--- src/hw/rtl/rgb565_color_adjust_defines.svh ---
// assertion macros shared by the color adjust rtl
`ifndef RGB565_COLOR_ADJUST_DEFINES_SVH
`define RGB565_COLOR_ADJUST_DEFINES_SVH

// same-cycle implication, checked on every rising edge outside reset
`define RCA_ASSERT_SAME(label, clk, rst, ante, cons, msg) \
   label: assert property (@(posedge clk) disable iff (rst) (ante) |-> (cons)) \
      else $error(msg);

// next-cycle implication
`define RCA_ASSERT_NEXT(label, clk, rst, ante, cons, msg) \
   label: assert property (@(posedge clk) disable iff (rst) (ante) |=> (cons)) \
      else $error(msg);

`endif

--- src/hw/rtl/rca_pkg.sv ---
// types, constants and expansion tables for the rgb565 color adjust block
package rca_pkg;

   typedef enum logic [7:0] {
      CSR_SWAP_RB = 8'd0,
      CSR_INVERT  = 8'd1,
      CSR_GAIN_R  = 8'd2,
      CSR_GAIN_G  = 8'd3,
      CSR_GAIN_B  = 8'd4
   } csr_index_type;

   localparam logic [7:0] GainUnity = 8'd100;
   localparam logic [7:0] GainLimit = 8'd200;
   localparam logic [7:0] ChMax     = 8'd255;

   localparam int ChMaxInt   = 255;
   localparam int Field5Max  = 31;
   localparam int Field6Max  = 63;

   // divide by 100 as multiply by ceil(2^19 / 100) and shift, exact below 43691;
   // larger products are above 25599 and saturate either way
   localparam int            RecipShift = 19;
   localparam logic [12:0]   RecipMul   = 13'd5243;
   localparam int            ProdWidth  = 16;
   localparam int            QuotWidth  = ProdWidth + 13;

   typedef logic [7:0] exp5_type [32];
   typedef logic [7:0] exp6_type [64];

   function automatic exp5_type build_exp5();
      exp5_type t;
      for (int i = 0; i < 32; i++) begin
         t[i] = 8'((i * ChMaxInt) / Field5Max);
      end
      return t;
   endfunction

   function automatic exp6_type build_exp6();
      exp6_type t;
      for (int i = 0; i < 64; i++) begin
         t[i] = 8'((i * ChMaxInt) / Field6Max);
      end
      return t;
   endfunction

   localparam exp5_type Exp5Tbl = build_exp5();
   localparam exp6_type Exp6Tbl = build_exp6();

   typedef struct packed {
      logic       swap_rb;
      logic       invert;
      logic [7:0] gain_r;
      logic [7:0] gain_g;
      logic [7:0] gain_b;
   } cfg_type;

   // after expansion and swap
   typedef struct packed {
      logic        valid;
      logic        neutral;
      logic [15:0] pixel;
      logic [7:0]  red;
      logic [7:0]  green;
      logic [7:0]  blue;
   } exp_beat_type;

   // after channel times gain
   typedef struct packed {
      logic                 valid;
      logic                 neutral;
      logic [15:0]          pixel;
      logic [ProdWidth-1:0] red;
      logic [ProdWidth-1:0] green;
      logic [ProdWidth-1:0] blue;
   } prod_beat_type;

   // after multiply by the reciprocal of 100
   typedef struct packed {
      logic                 valid;
      logic                 neutral;
      logic [15:0]          pixel;
      logic [QuotWidth-1:0] red;
      logic [QuotWidth-1:0] green;
      logic [QuotWidth-1:0] blue;
   } quot_beat_type;

endpackage

--- src/hw/rtl/rgb565_color_adjust.sv ---
// rgb565 color adjust: expansion, red/blue swap, percent gain, invert, repack
//
// Takes one RGB565 pixel per clock whenever start is high (busy is always low)
// and returns the adjusted pixel on rsp_pixel_out, marked by a one-cycle
// rsp_valid strobe; the receiver cannot stall. The register stages are the
// channel expansion and swap, the channel times gain multiply, the
// divide-by-100 reciprocal multiply, and the saturate,
// invert and repack output register. Registers are written through the csr_
// port (index 0 swap, 1 invert, 2..4 red/green/blue gain) and may only be
// written when no pixel has been started in the last four cycles.
module rgb565_color_adjust (
   input  logic        clock,
   input  logic        reset,
   input  logic        start,
   output logic        busy,
   input  logic [15:0] req_pixel_in,
   output logic        rsp_valid,
   output logic [15:0] rsp_pixel_out,
   input  logic        csr_valid,
   output logic        csr_ready,
   input  logic [7:0]  csr_index,
   input  logic [7:0]  csr_wdata
);
   import rca_pkg::*;
   `include "rgb565_color_adjust_defines.svh"

   cfg_type       cfg;
   exp_beat_type  exp_beat;
   quot_beat_type quot_beat;
   logic          accept;

   assign busy   = 1'b0;
   assign accept = start && !busy;

   rca_csr u_csr (
      .clock     (clock),
      .reset     (reset),
      .csr_valid (csr_valid),
      .csr_ready (csr_ready),
      .csr_index (csr_index),
      .csr_wdata (csr_wdata),
      .cfg       (cfg)
   );

   rca_expand u_expand (
      .clock    (clock),
      .reset    (reset),
      .in_valid (accept),
      .in_pixel (req_pixel_in),
      .cfg      (cfg),
      .out_beat (exp_beat)
   );

   rca_gain u_gain (
      .clock    (clock),
      .reset    (reset),
      .in_beat  (exp_beat),
      .cfg      (cfg),
      .out_beat (quot_beat)
   );

   rca_pack u_pack (
      .clock     (clock),
      .reset     (reset),
      .in_beat   (quot_beat),
      .cfg       (cfg),
      .out_valid (rsp_valid),
      .out_pixel (rsp_pixel_out)
   );

   `RCA_ASSERT_SAME(a_rsp_has_request, clock, reset, rsp_valid,
      $past(accept, 4), "result beat without a request four cycles earlier")

endmodule

--- src/hw/rtl/rca_csr.sv ---
// configuration registers with gain clamping
module rca_csr (
   input  logic             clock,
   input  logic             reset,
   input  logic             csr_valid,
   output logic             csr_ready,
   input  logic [7:0]       csr_index,
   input  logic [7:0]       csr_wdata,
   output rca_pkg::cfg_type cfg
);
   import rca_pkg::*;
   `include "rgb565_color_adjust_defines.svh"

   cfg_type    cfg_ff;
   cfg_type    cfg_in;
   logic [7:0] gain_wr;
   logic       wr_en;

   assign wr_en     = csr_valid && csr_ready;
   assign csr_ready = 1'b1;

   always_comb begin
      gain_wr = csr_wdata;
      if (gain_wr > GainLimit) begin
         gain_wr = GainLimit;
      end
      if (gain_wr == 8'd0) begin
         gain_wr = GainUnity;
      end
   end

   always_comb begin
      cfg_in = cfg_ff;
      if (wr_en) begin
         unique case (csr_index)
            CSR_SWAP_RB: cfg_in.swap_rb = csr_wdata[0];
            CSR_INVERT:  cfg_in.invert  = csr_wdata[0];
            CSR_GAIN_R:  cfg_in.gain_r  = gain_wr;
            CSR_GAIN_G:  cfg_in.gain_g  = gain_wr;
            CSR_GAIN_B:  cfg_in.gain_b  = gain_wr;
            default:     cfg_in = cfg_ff;
         endcase
      end
   end

   always_ff @(posedge clock) begin
      if (reset) begin
         cfg_ff.swap_rb <= 1'b0;
         cfg_ff.invert  <= 1'b0;
         cfg_ff.gain_r  <= GainUnity;
         cfg_ff.gain_g  <= GainUnity;
         cfg_ff.gain_b  <= GainUnity;
      end else begin
         cfg_ff <= cfg_in;
      end
   end

   assign cfg = cfg_ff;

   `RCA_ASSERT_SAME(a_gain_r_range, clock, reset, 1'b1,
      cfg_ff.gain_r >= 8'd1 && cfg_ff.gain_r <= GainLimit, "red gain out of range")
   `RCA_ASSERT_NEXT(a_bad_index_no_effect, clock, reset,
      wr_en && csr_index > CSR_GAIN_B, $stable(cfg_ff), "write past last register took effect")

endmodule

--- src/hw/rtl/rca_expand.sv ---
// stage one: expand 5:6:5 to 8 bits per channel, optional red/blue swap
module rca_expand (
   input  logic                  clock,
   input  logic                  reset,
   input  logic                  in_valid,
   input  logic [15:0]           in_pixel,
   input  rca_pkg::cfg_type      cfg,
   output rca_pkg::exp_beat_type out_beat
);
   import rca_pkg::*;

   exp_beat_type beat_ff;
   exp_beat_type beat_in;
   logic [7:0]   red_x;
   logic [7:0]   green_x;
   logic [7:0]   blue_x;

   always_comb begin
      red_x   = Exp5Tbl[in_pixel[15:11]];
      green_x = Exp6Tbl[in_pixel[10:5]];
      blue_x  = Exp5Tbl[in_pixel[4:0]];
      beat_in.valid   = in_valid;
      beat_in.neutral = !cfg.swap_rb && !cfg.invert &&
                        cfg.gain_r == GainUnity && cfg.gain_g == GainUnity &&
                        cfg.gain_b == GainUnity;
      beat_in.pixel   = in_pixel;
      beat_in.green   = green_x;
      beat_in.red     = cfg.swap_rb ? blue_x : red_x;
      beat_in.blue    = cfg.swap_rb ? red_x : blue_x;
   end

   always_ff @(posedge clock) begin
      if (reset) begin
         beat_ff <= '0;
      end else begin
         beat_ff <= beat_in;
      end
   end

   assign out_beat = beat_ff;

endmodule

--- src/hw/rtl/rca_gain.sv ---
// stages two and three: channel times gain, then times reciprocal of 100
module rca_gain (
   input  logic                   clock,
   input  logic                   reset,
   input  rca_pkg::exp_beat_type  in_beat,
   input  rca_pkg::cfg_type       cfg,
   output rca_pkg::quot_beat_type out_beat
);
   import rca_pkg::*;
   `include "rgb565_color_adjust_defines.svh"

   prod_beat_type prod_ff;
   prod_beat_type prod_in;
   quot_beat_type quot_ff;
   quot_beat_type quot_in;

   always_comb begin
      prod_in.valid   = in_beat.valid;
      prod_in.neutral = in_beat.neutral;
      prod_in.pixel   = in_beat.pixel;
      prod_in.red     = ProdWidth'(in_beat.red)   * ProdWidth'(cfg.gain_r);
      prod_in.green   = ProdWidth'(in_beat.green) * ProdWidth'(cfg.gain_g);
      prod_in.blue    = ProdWidth'(in_beat.blue)  * ProdWidth'(cfg.gain_b);
   end

   always_comb begin
      quot_in.valid   = prod_ff.valid;
      quot_in.neutral = prod_ff.neutral;
      quot_in.pixel   = prod_ff.pixel;
      quot_in.red     = QuotWidth'(prod_ff.red)   * QuotWidth'(RecipMul);
      quot_in.green   = QuotWidth'(prod_ff.green) * QuotWidth'(RecipMul);
      quot_in.blue    = QuotWidth'(prod_ff.blue)  * QuotWidth'(RecipMul);
   end

   always_ff @(posedge clock) begin
      if (reset) begin
         prod_ff <= '0;
         quot_ff <= '0;
      end else begin
         prod_ff <= prod_in;
         quot_ff <= quot_in;
      end
   end

   assign out_beat = quot_ff;

   `RCA_ASSERT_NEXT(a_expand_to_prod, clock, reset, in_beat.valid, prod_ff.valid,
      "beat lost between expand and product stage")
   `RCA_ASSERT_NEXT(a_prod_to_quot, clock, reset, prod_ff.valid, quot_ff.valid,
      "beat lost between product and quotient stage")

endmodule

--- src/hw/rtl/rca_pack.sv ---
// stage four: shift out quotient, saturate, invert, repack to 5:6:5, or pass the original pixel when neutral
module rca_pack (
   input  logic                   clock,
   input  logic                   reset,
   input  rca_pkg::quot_beat_type in_beat,
   input  rca_pkg::cfg_type       cfg,
   output logic                   out_valid,
   output logic [15:0]            out_pixel
);
   import rca_pkg::*;

   localparam int QuotHi = QuotWidth - 1;

   logic        valid_ff;
   logic        valid_in;
   logic [15:0] pixel_ff;
   logic [15:0] pixel_in;
   logic [QuotHi-RecipShift:0] red_q;
   logic [QuotHi-RecipShift:0] green_q;
   logic [QuotHi-RecipShift:0] blue_q;
   logic [7:0]  red_s;
   logic [7:0]  green_s;
   logic [7:0]  blue_s;

   always_comb begin
      red_q   = in_beat.red[QuotHi:RecipShift];
      green_q = in_beat.green[QuotHi:RecipShift];
      blue_q  = in_beat.blue[QuotHi:RecipShift];
      red_s   = (red_q   > (QuotWidth-RecipShift)'(ChMax)) ? ChMax : red_q[7:0];
      green_s = (green_q > (QuotWidth-RecipShift)'(ChMax)) ? ChMax : green_q[7:0];
      blue_s  = (blue_q  > (QuotWidth-RecipShift)'(ChMax)) ? ChMax : blue_q[7:0];
      // 255 - v on eight bits is the bitwise complement
      if (cfg.invert) begin
         red_s   = ~red_s;
         green_s = ~green_s;
         blue_s  = ~blue_s;
      end
      valid_in = in_beat.valid;
      pixel_in = in_beat.neutral ? in_beat.pixel : {red_s[7:3], green_s[7:2], blue_s[7:3]};
   end

   always_ff @(posedge clock) begin
      if (reset) begin
         valid_ff <= 1'b0;
      end else begin
         valid_ff <= valid_in;
      end
   end

   always_ff @(posedge clock) begin
      pixel_ff <= pixel_in;
   end

   assign out_valid = valid_ff;
   assign out_pixel = pixel_ff;

endmodule

--- config.mk ---
export PLATFORM = sky130hd
export DESIGN_NAME = rgb565_color_adjust
export DESIGN_NICKNAME = d
export VERILOG_FILES = /design/src/hw/rtl/rca_pkg.sv /design/src/hw/rtl/rgb565_color_adjust.sv /design/src/hw/rtl/rca_csr.sv /design/src/hw/rtl/rca_expand.sv /design/src/hw/rtl/rca_gain.sv /design/src/hw/rtl/rca_pack.sv
export VERILOG_INCLUDE_DIRS = /design/src /design/src/hw/rtl
export SDC_FILE = /design/constraint.sdc
export NUM_CORES = 1
export LEC_CHECK = 0
export ABC_AREA = 1
export BUFFER_PORTS_ARGS = -buffer_cell sky130_fd_sc_hd__buf_2
export CAP_MARGIN = 15
export CORE_MARGIN = 2
export CORE_UTILIZATION = 66
export CTS_CLUSTER_SIZE = 24
export DETAILED_ROUTE_END_ITERATION = 16
export GPL_TIMING_DRIVEN = 1
export PLACE_DENSITY = 0.83
export SLEW_MARGIN = 20
export SYNTH_ARGS = -nofsm -noshare
export SYNTH_HDL_FRONTEND = slang
export SYNTH_SLANG_ARGS = --single-unit
--- constraint.sdc ---
create_clock -name clock -period 4.7 [get_ports clock]
set_input_delay 0.94 -clock clock [delete_from_list [all_inputs] [get_ports clock]]
set_output_delay 0.94 -clock clock [all_outputs]
set_load 0.01 [all_outputs]
# Word-level counts from Yosys, hierarchy flattened

Memories as Yosys holds them, arrays and structs flattened. A register that Yosys moved wholly into a read port is not among the register bits.
Cells that the tools add are included.

Magnitude comparators: 6
Multiply operators: 6
Eq/ne operators: 7
Reduce and logical (&&, ||, !) cells: 13
Muxes and demuxes: 15
$add $sub $neg: 0
Shifts and indexed selects: 0
Div/mod/pow operators: 0
Bitwise operators: 6

Operators by type and width:

| cell                   | number |
|---|---|
| $mux 8                 | 14 |
| $mul 16x13->29 const B | 3 |
| $mul 8x8->16           | 3 |
| $gt 10x8->1 const B    | 3 |
| $eq 8x7->1 const B     | 3 |
| $not 8->8              | 3 |
| $eq 8x2->1 const B     | 2 |
| $logic_not 8->1        | 2 |
| $mux 16                | 1 |
| $ge 6x6->1 const B     | 2 |
| $not 5->6              | 2 |
| $reduce_and 2->1       | 5 |
| $eq 8x1->1 const B     | 1 |
| $eq 8x3->1 const B     | 1 |
| $gt 8x8->1 const B     | 1 |
| $not 6->7              | 1 |
| $logic_and 1x1->1      | 4 |
| $logic_not 1->1        | 2 |

RAM bits: 0
Latch bits: 0
ROM bits: 1024
Flip-flop bits (word level): 248
Memories kept: 3
Output and inout port bits: 19
Word-level logic and storage cells: 80

Memories:

| memory           | words | bits a word | rd ports | clocked after Yosys merged registers in | wr ports | line             | RTL |
|---|---|---|---|---|---|---|---|
| (name not given) | 64    | 8           | 1        | 1                                       | 0        | rca_expand.sv:20 | `green_x = Exp6Tbl[in_pixel[10:5]];` |
| (name not given) | 32    | 8           | 1        | 0                                       | 0        | rca_expand.sv:21 | `blue_x = Exp5Tbl[in_pixel[4:0]];` |
| (name not given) | 32    | 8           | 1        | 0                                       | 0        | rca_expand.sv:19 | `red_x = Exp5Tbl[in_pixel[15:11]];` |

# Longest topological paths before layout

Word-level depth: 5
Gate-level depth with buffers: 21

# Hierarchy

Synthesis repeated with hierarchy kept, for this count alone.

Cells, all modules: 4050
Area total of the unflattened synthesis: 29627.2 sq um

Modules (own cells, without submodules):

| module              | cells an instance | instances | area each (sq um) |
|---|---|---|---|
| rca_gain            | 3537              | 1         | 25974.9 |
| rca_expand          | 189               | 1         | 1443.9 |
| rca_csr             | 179               | 1         | 1207.4 |
| rca_pack            | 143               | 1         | 989.7 |
| rgb565_color_adjust | 2                 | 1         | 11.3 |

# Worst setup path before layout

No wires, ideal clock.

Kind: flip-flop to flip-flop
Start point: register u_gain.prod_ff[29] (netlist name)
End point: register u_gain.quot_ff, in the netlist u_gain.out_beat[53]
Path buffers: 0
Path slack: 0.634 ns
Required time: 4.585 ns
Library setup time: 0.115 ns
Arrival: 3.951 ns
Stages on the path, launching flop included: 20
Cells stage by stage: dfxtp_1 -> inv_1 -> fa_1 -> inv_1 -> ha_1 -> inv_1 -> fa_1 -> fa_1 -> fa_1 -> inv_1 -> ha_1 -> nand2_2 -> nor2_1 -> inv_1 -> nor2_2 -> nand2_1 -> nand3b_1 -> nor2_1 -> a21oi_1 -> nor2_1

Longest elaborated chain between the ends: 1

Ends and longest elaborated chain:

| element                  | line           | RTL |
|---|---|---|
| start: declaration       | rca_gain.sv:12 | `prod_beat_type prod_ff;` |
| start signal: assignment | rca_gain.sv:40 | `prod_ff <= prod_in;` |
| $mul 16x13->29           | rca_gain.sv:31 | `quot_in.green = QuotWidth'(prod_ff.green) * QuotWidth'(RecipMul);` |
| end signal: assignment   | rca_gain.sv:41 | `quot_ff <= quot_in;` |
| end: declaration         | rca_gain.sv:14 | `quot_beat_type quot_ff;` |

No other way between the ends.
A chain may end at the register's enable or synchronous reset.

# Worst setup path in the final report

Start point: register u_gain.prod_ff[10] (netlist name)
End point: register u_gain.quot_ff, in the netlist u_gain.out_beat[26]

Longest elaborated chain between the ends: 1

Ends and longest elaborated chain:

| element        | line           | RTL |
|---|---|---|
| $mul 16x13->29 | rca_gain.sv:32 | `quot_in.blue = QuotWidth'(prod_ff.blue) * QuotWidth'(RecipMul);` |

No other way between the ends.

==> impl_results.md <==
* Initial Util at 66.59%
* Clk pwr share at 15.3%
* Fin crit period at 4.448 ns
* Sw Share at 51.18%
* Num rows at 71
* Post-layout util at 70.30%
* IO Count at 55
* Final net count at 3,970
* Endpoints failing setup at 0
* Worst Hold Class: register to register
* Gate power share at 66.1%
* GR Util All Layers at 31.31%
* Multi-input logic area at 17,790 µm²
* Ant. Diodes at 0
* FFs w/ async S/R, synth at 0%
* Startpoint types: register
* Max_slew headroom at 30.27%
* Sequential share of power at 18.6%
* Critical path's top delay family: adder cells
* Int Power at 4.858 mW
* Root Driver: clkbuf_16
* Bufs and invs on worst path at 5
* Via count at 19,530
* Sink Count at 185
* Flip-flop and latch area at 3714 µm²
* Psw at 5.092 mW
* CTS HTree Levels at 4
* #FFs+latches synth at 185
* Post-DP HPWL at 50,130 µm
* Mux cell area share after synthesis at 0%
* Largest net degree at the start of global routing at 80
* Post-placement cell count at 3,673
* First-pass GRT wire length at 96,590 µm
* Main combinational cell family by area after synthesis: adder cells
* Hold Slack at 0.4019 ns
* Final wirelength at 58,650 µm
* Crit-path max cell delay at 0.58 ns
* Avg Cell Area, Syn at 7.892 µm²
* Status: completed
* Most used cell, CP: inv_1
* Fill count at 3,016
* Vias in the first global route at 19,530
* Drt initial violations at 1,487
* Wire per inst at 15.83 µm
* Synth area leader: fa_1
* CP Cell Sequence: fa_1, ha_1, inv_1, fa_1, inv_1, fa_1, inv_1, fa_1, inv_1, ha_1, a21oi_1, o21ai_0, inv_1, nand2_1, nand2_1, nand3_1, and2_1, nor2_1
* Worst Tran Pin Value at 1.046 ns
* Xor-xnor portion of the synthesized cell area at 0.7719%
* WP data arrival at 4.83 ns
* Slew Viols, Final at 0
* Post-synth top flop: dfxtp_1
* Max-cap violations at 0
* RSZ-0062 raised after global routing: false
* Post-synthesis cell count at 3,163
* Post-CTS Hold Buffers at 0
* Routed Antenna Nets at 0
* Initial antenna violation count at 3
* Layout cells sized above 1 at 4.602%
* Peak VDD IR at 0.3365 mV
* Register area share after synthesis at 14.84%
* Clock transition at path regs at 0.08 ns
* Final worst-path cycle share at 94.64%
* Yosys top cell area share at 26.71%
* Endpoint class of the critical path: register
* Post-synth EDFFs at 0
* Syn_nets at 3,952
* Static Leak at 15.86 nW
* Yosys warns at 0
* CP max FO at 6
* Layout area overhead at 5.574%
* Simple-gate area share of the yosys netlist at 15.68%
* DR DRC count at 0
* CTS tree: done
* Final cell count without fillers at 3,705
* DIE HEIGHT at 198.5 µm
* Via/cell ratio at 5.270
* Port bufs at 52
* Area contributors post-synth: fa_1 (27%), ha_1 (21%), dfxtp_1 (15%)
* Adder-cell share of the synthesized area at 47.76%
* CTS buffer count at 17
* Mapped cell area at 24,960 µm²
* Die outline area at 39,390 µm²
* CORE AREA at 37,490 µm²
* Synth cell types at 43
* Cell area power density at 377.6 nW/µm²
* Slowest-stage cell, CP: dfxtp_1
* Worst skew pair latency at 0.46 ns
* Setup TNS at 0 ns
* Die width at 198.5 µm
* Clock tree buffer depth at 2
* Final GP Congestion at 0.9556
* Critical setup path kind: register to register
* Highest Clock Rate at 224.8 MHz
* Clock skew at 0.01288 ns
* Final hold viol count at 0
* Gr ovfl total at 0
* Synth Area in Compound Gates at 7.012%
* Worst path required time at 5.08 ns
* Drt pass-1 iters at 6
==> stage by stage <==
step	power (mW)	setup WS, ns	area, µm²
floorplan	6.725	0.6339	24960
global placement	8.147	0.1869	25720
detailed placement	8.361	0.1162	25720
CTS	9.937	0.1094	26340
global route	11.14	0.02264	26350
finish	9.950	0.2521	26350
==> power by group through the flow <==
stage	combinational [mW]	sequential (mW)	clock, mW
final	6.58	1.85	1.52
after global routing	7.67	1.87	1.60
after CTS	6.56	1.84	1.54
after detailed placement	6.48	1.88	0
after global placement	6.27	1.87	0
after floorplan	4.89	1.84	0
==> cell usage after synthesis (4+ instances only) <==
cell	count
nand3_1	58
a21o_1	9
a21oi_1	155
buf_1	13
nand2_2	8
buf_2	7
ha_1	420
nand4_1	19
o21ai_1	6
nor2_2	5
o21ai_0	118
fa_1	333
xor2_1	20
dfxtp_1	185
inv_2	4
o21bai_1	11
o22ai_1	6
nand2_1	548
nor3_1	36
nand3b_1	4
nor2_1	250
and2_1	10
a31oi_1	5
nor4_1	5
inv_1	836
or2_2	4
clkbuf_1	52
o31ai_1	4
==> final cells by class <==
| cell class | instances | area share, % |
|---|---|---|
| sequential | 185 | 14.09 |
| timing repair buffer | 75 | 1.643 |
| clock inverter | 14 | 0.7027 |
| tap | 511 | 2.426 |
| multi-input combinational | 2061 | 67.49 |
| inverter | 841 | 11.98 |
| clock buffer | 18 | 1.666 |
==> path summary, 6_finish.rpt <==
kind | start | endpoint | slack [ns] | cells past startpoint
min | u_gain.prod_ff[57] | u_gain.out_beat[96] | 0.40 | 2
min reg2reg | u_gain.prod_ff[57] | u_gain.out_beat[96] | 0.40 | 2
max | u_gain.prod_ff[10] | u_gain.out_beat[26] | 0.25 | 18
max reg2reg | u_gain.prod_ff[10] | u_gain.out_beat[26] | 0.25 | 18
==> routing by layer <==
metal | vias up | routed length (µm) | part of all wire (%) | track usage, %
li1 | 9591 | - | - | -
met1 | 9231 | 27550 | 47 | 45.00
met2 | 622 | 25700 | 44 | 48.72
met3 | 81 | 4161 | 7.1 | 6.087
met4 | 0 | 1236 | 2.1 | 8.181
met5 | - | 0 | 0 | 0
==> placed cells by master (no fill, tap or decap), drive strengths merged, types with 7 or more instances in the layout <==
cell type / instances
a21oi: 155
nor2: 258
nand3: 61
nor3: 39
clkinv: 7
xor2: 20
o21ai: 124
inv: 848
a21o: 9
dfxtp: 185
and2: 10
o21bai: 11
clkbuf: 18
ha: 420
buf: 75
fa: 333
nand2: 556
nand4: 19
==> repair_timing <==
action / in CTS / in global routing
endpoints found under the setup margin: 0 / 12
setup buffers: 0 / 0
resized for setup: 0 / 7
==> logic make-up (layout without fill, tap and decap cells) <==
kind of cell / Yosys count / in the layout
adders and majority gates: 753 / 753
other: 2 / 2
DFF: 185 / 185
and+or+nand+nor: 957 / 957
AOI/OAI and AO/OA: 327 / 327
xor gates and xnor gates: 22 / 22
buffers and inverters: 917 / 948
==> worst reg2reg max path, cell delays in order, from the launching register on <==
cell and delay, ns:
dfxtp_1 0.58, fa_1 0.49, ha_1 0.29, inv_1 0.05
fa_1 0.50, inv_1 0.05, fa_1 0.53, inv_1 0.06
fa_1 0.53, inv_1 0.04, ha_1 0.32, a21oi_1 0.22
o21ai_0 0.16, inv_1 0.09, nand2_1 0.06, nand2_1 0.07
nand3_1 0.07, and2_1 0.13, nor2_1 0.13
==> registers in the layout, indices dropped and copies added (netlist names) <==
| signal | cells |
|---|---|
| u_gain.prod_ff | 66 |
| u_gain.out_beat | 40 |
| u_expand.out_beat | 36 |
| u_csr.cfg | 26 |
| u_pack.out_pixel | 16 |
| u_pack.out_valid | 1 |
(Power assumes the default switching activity.)
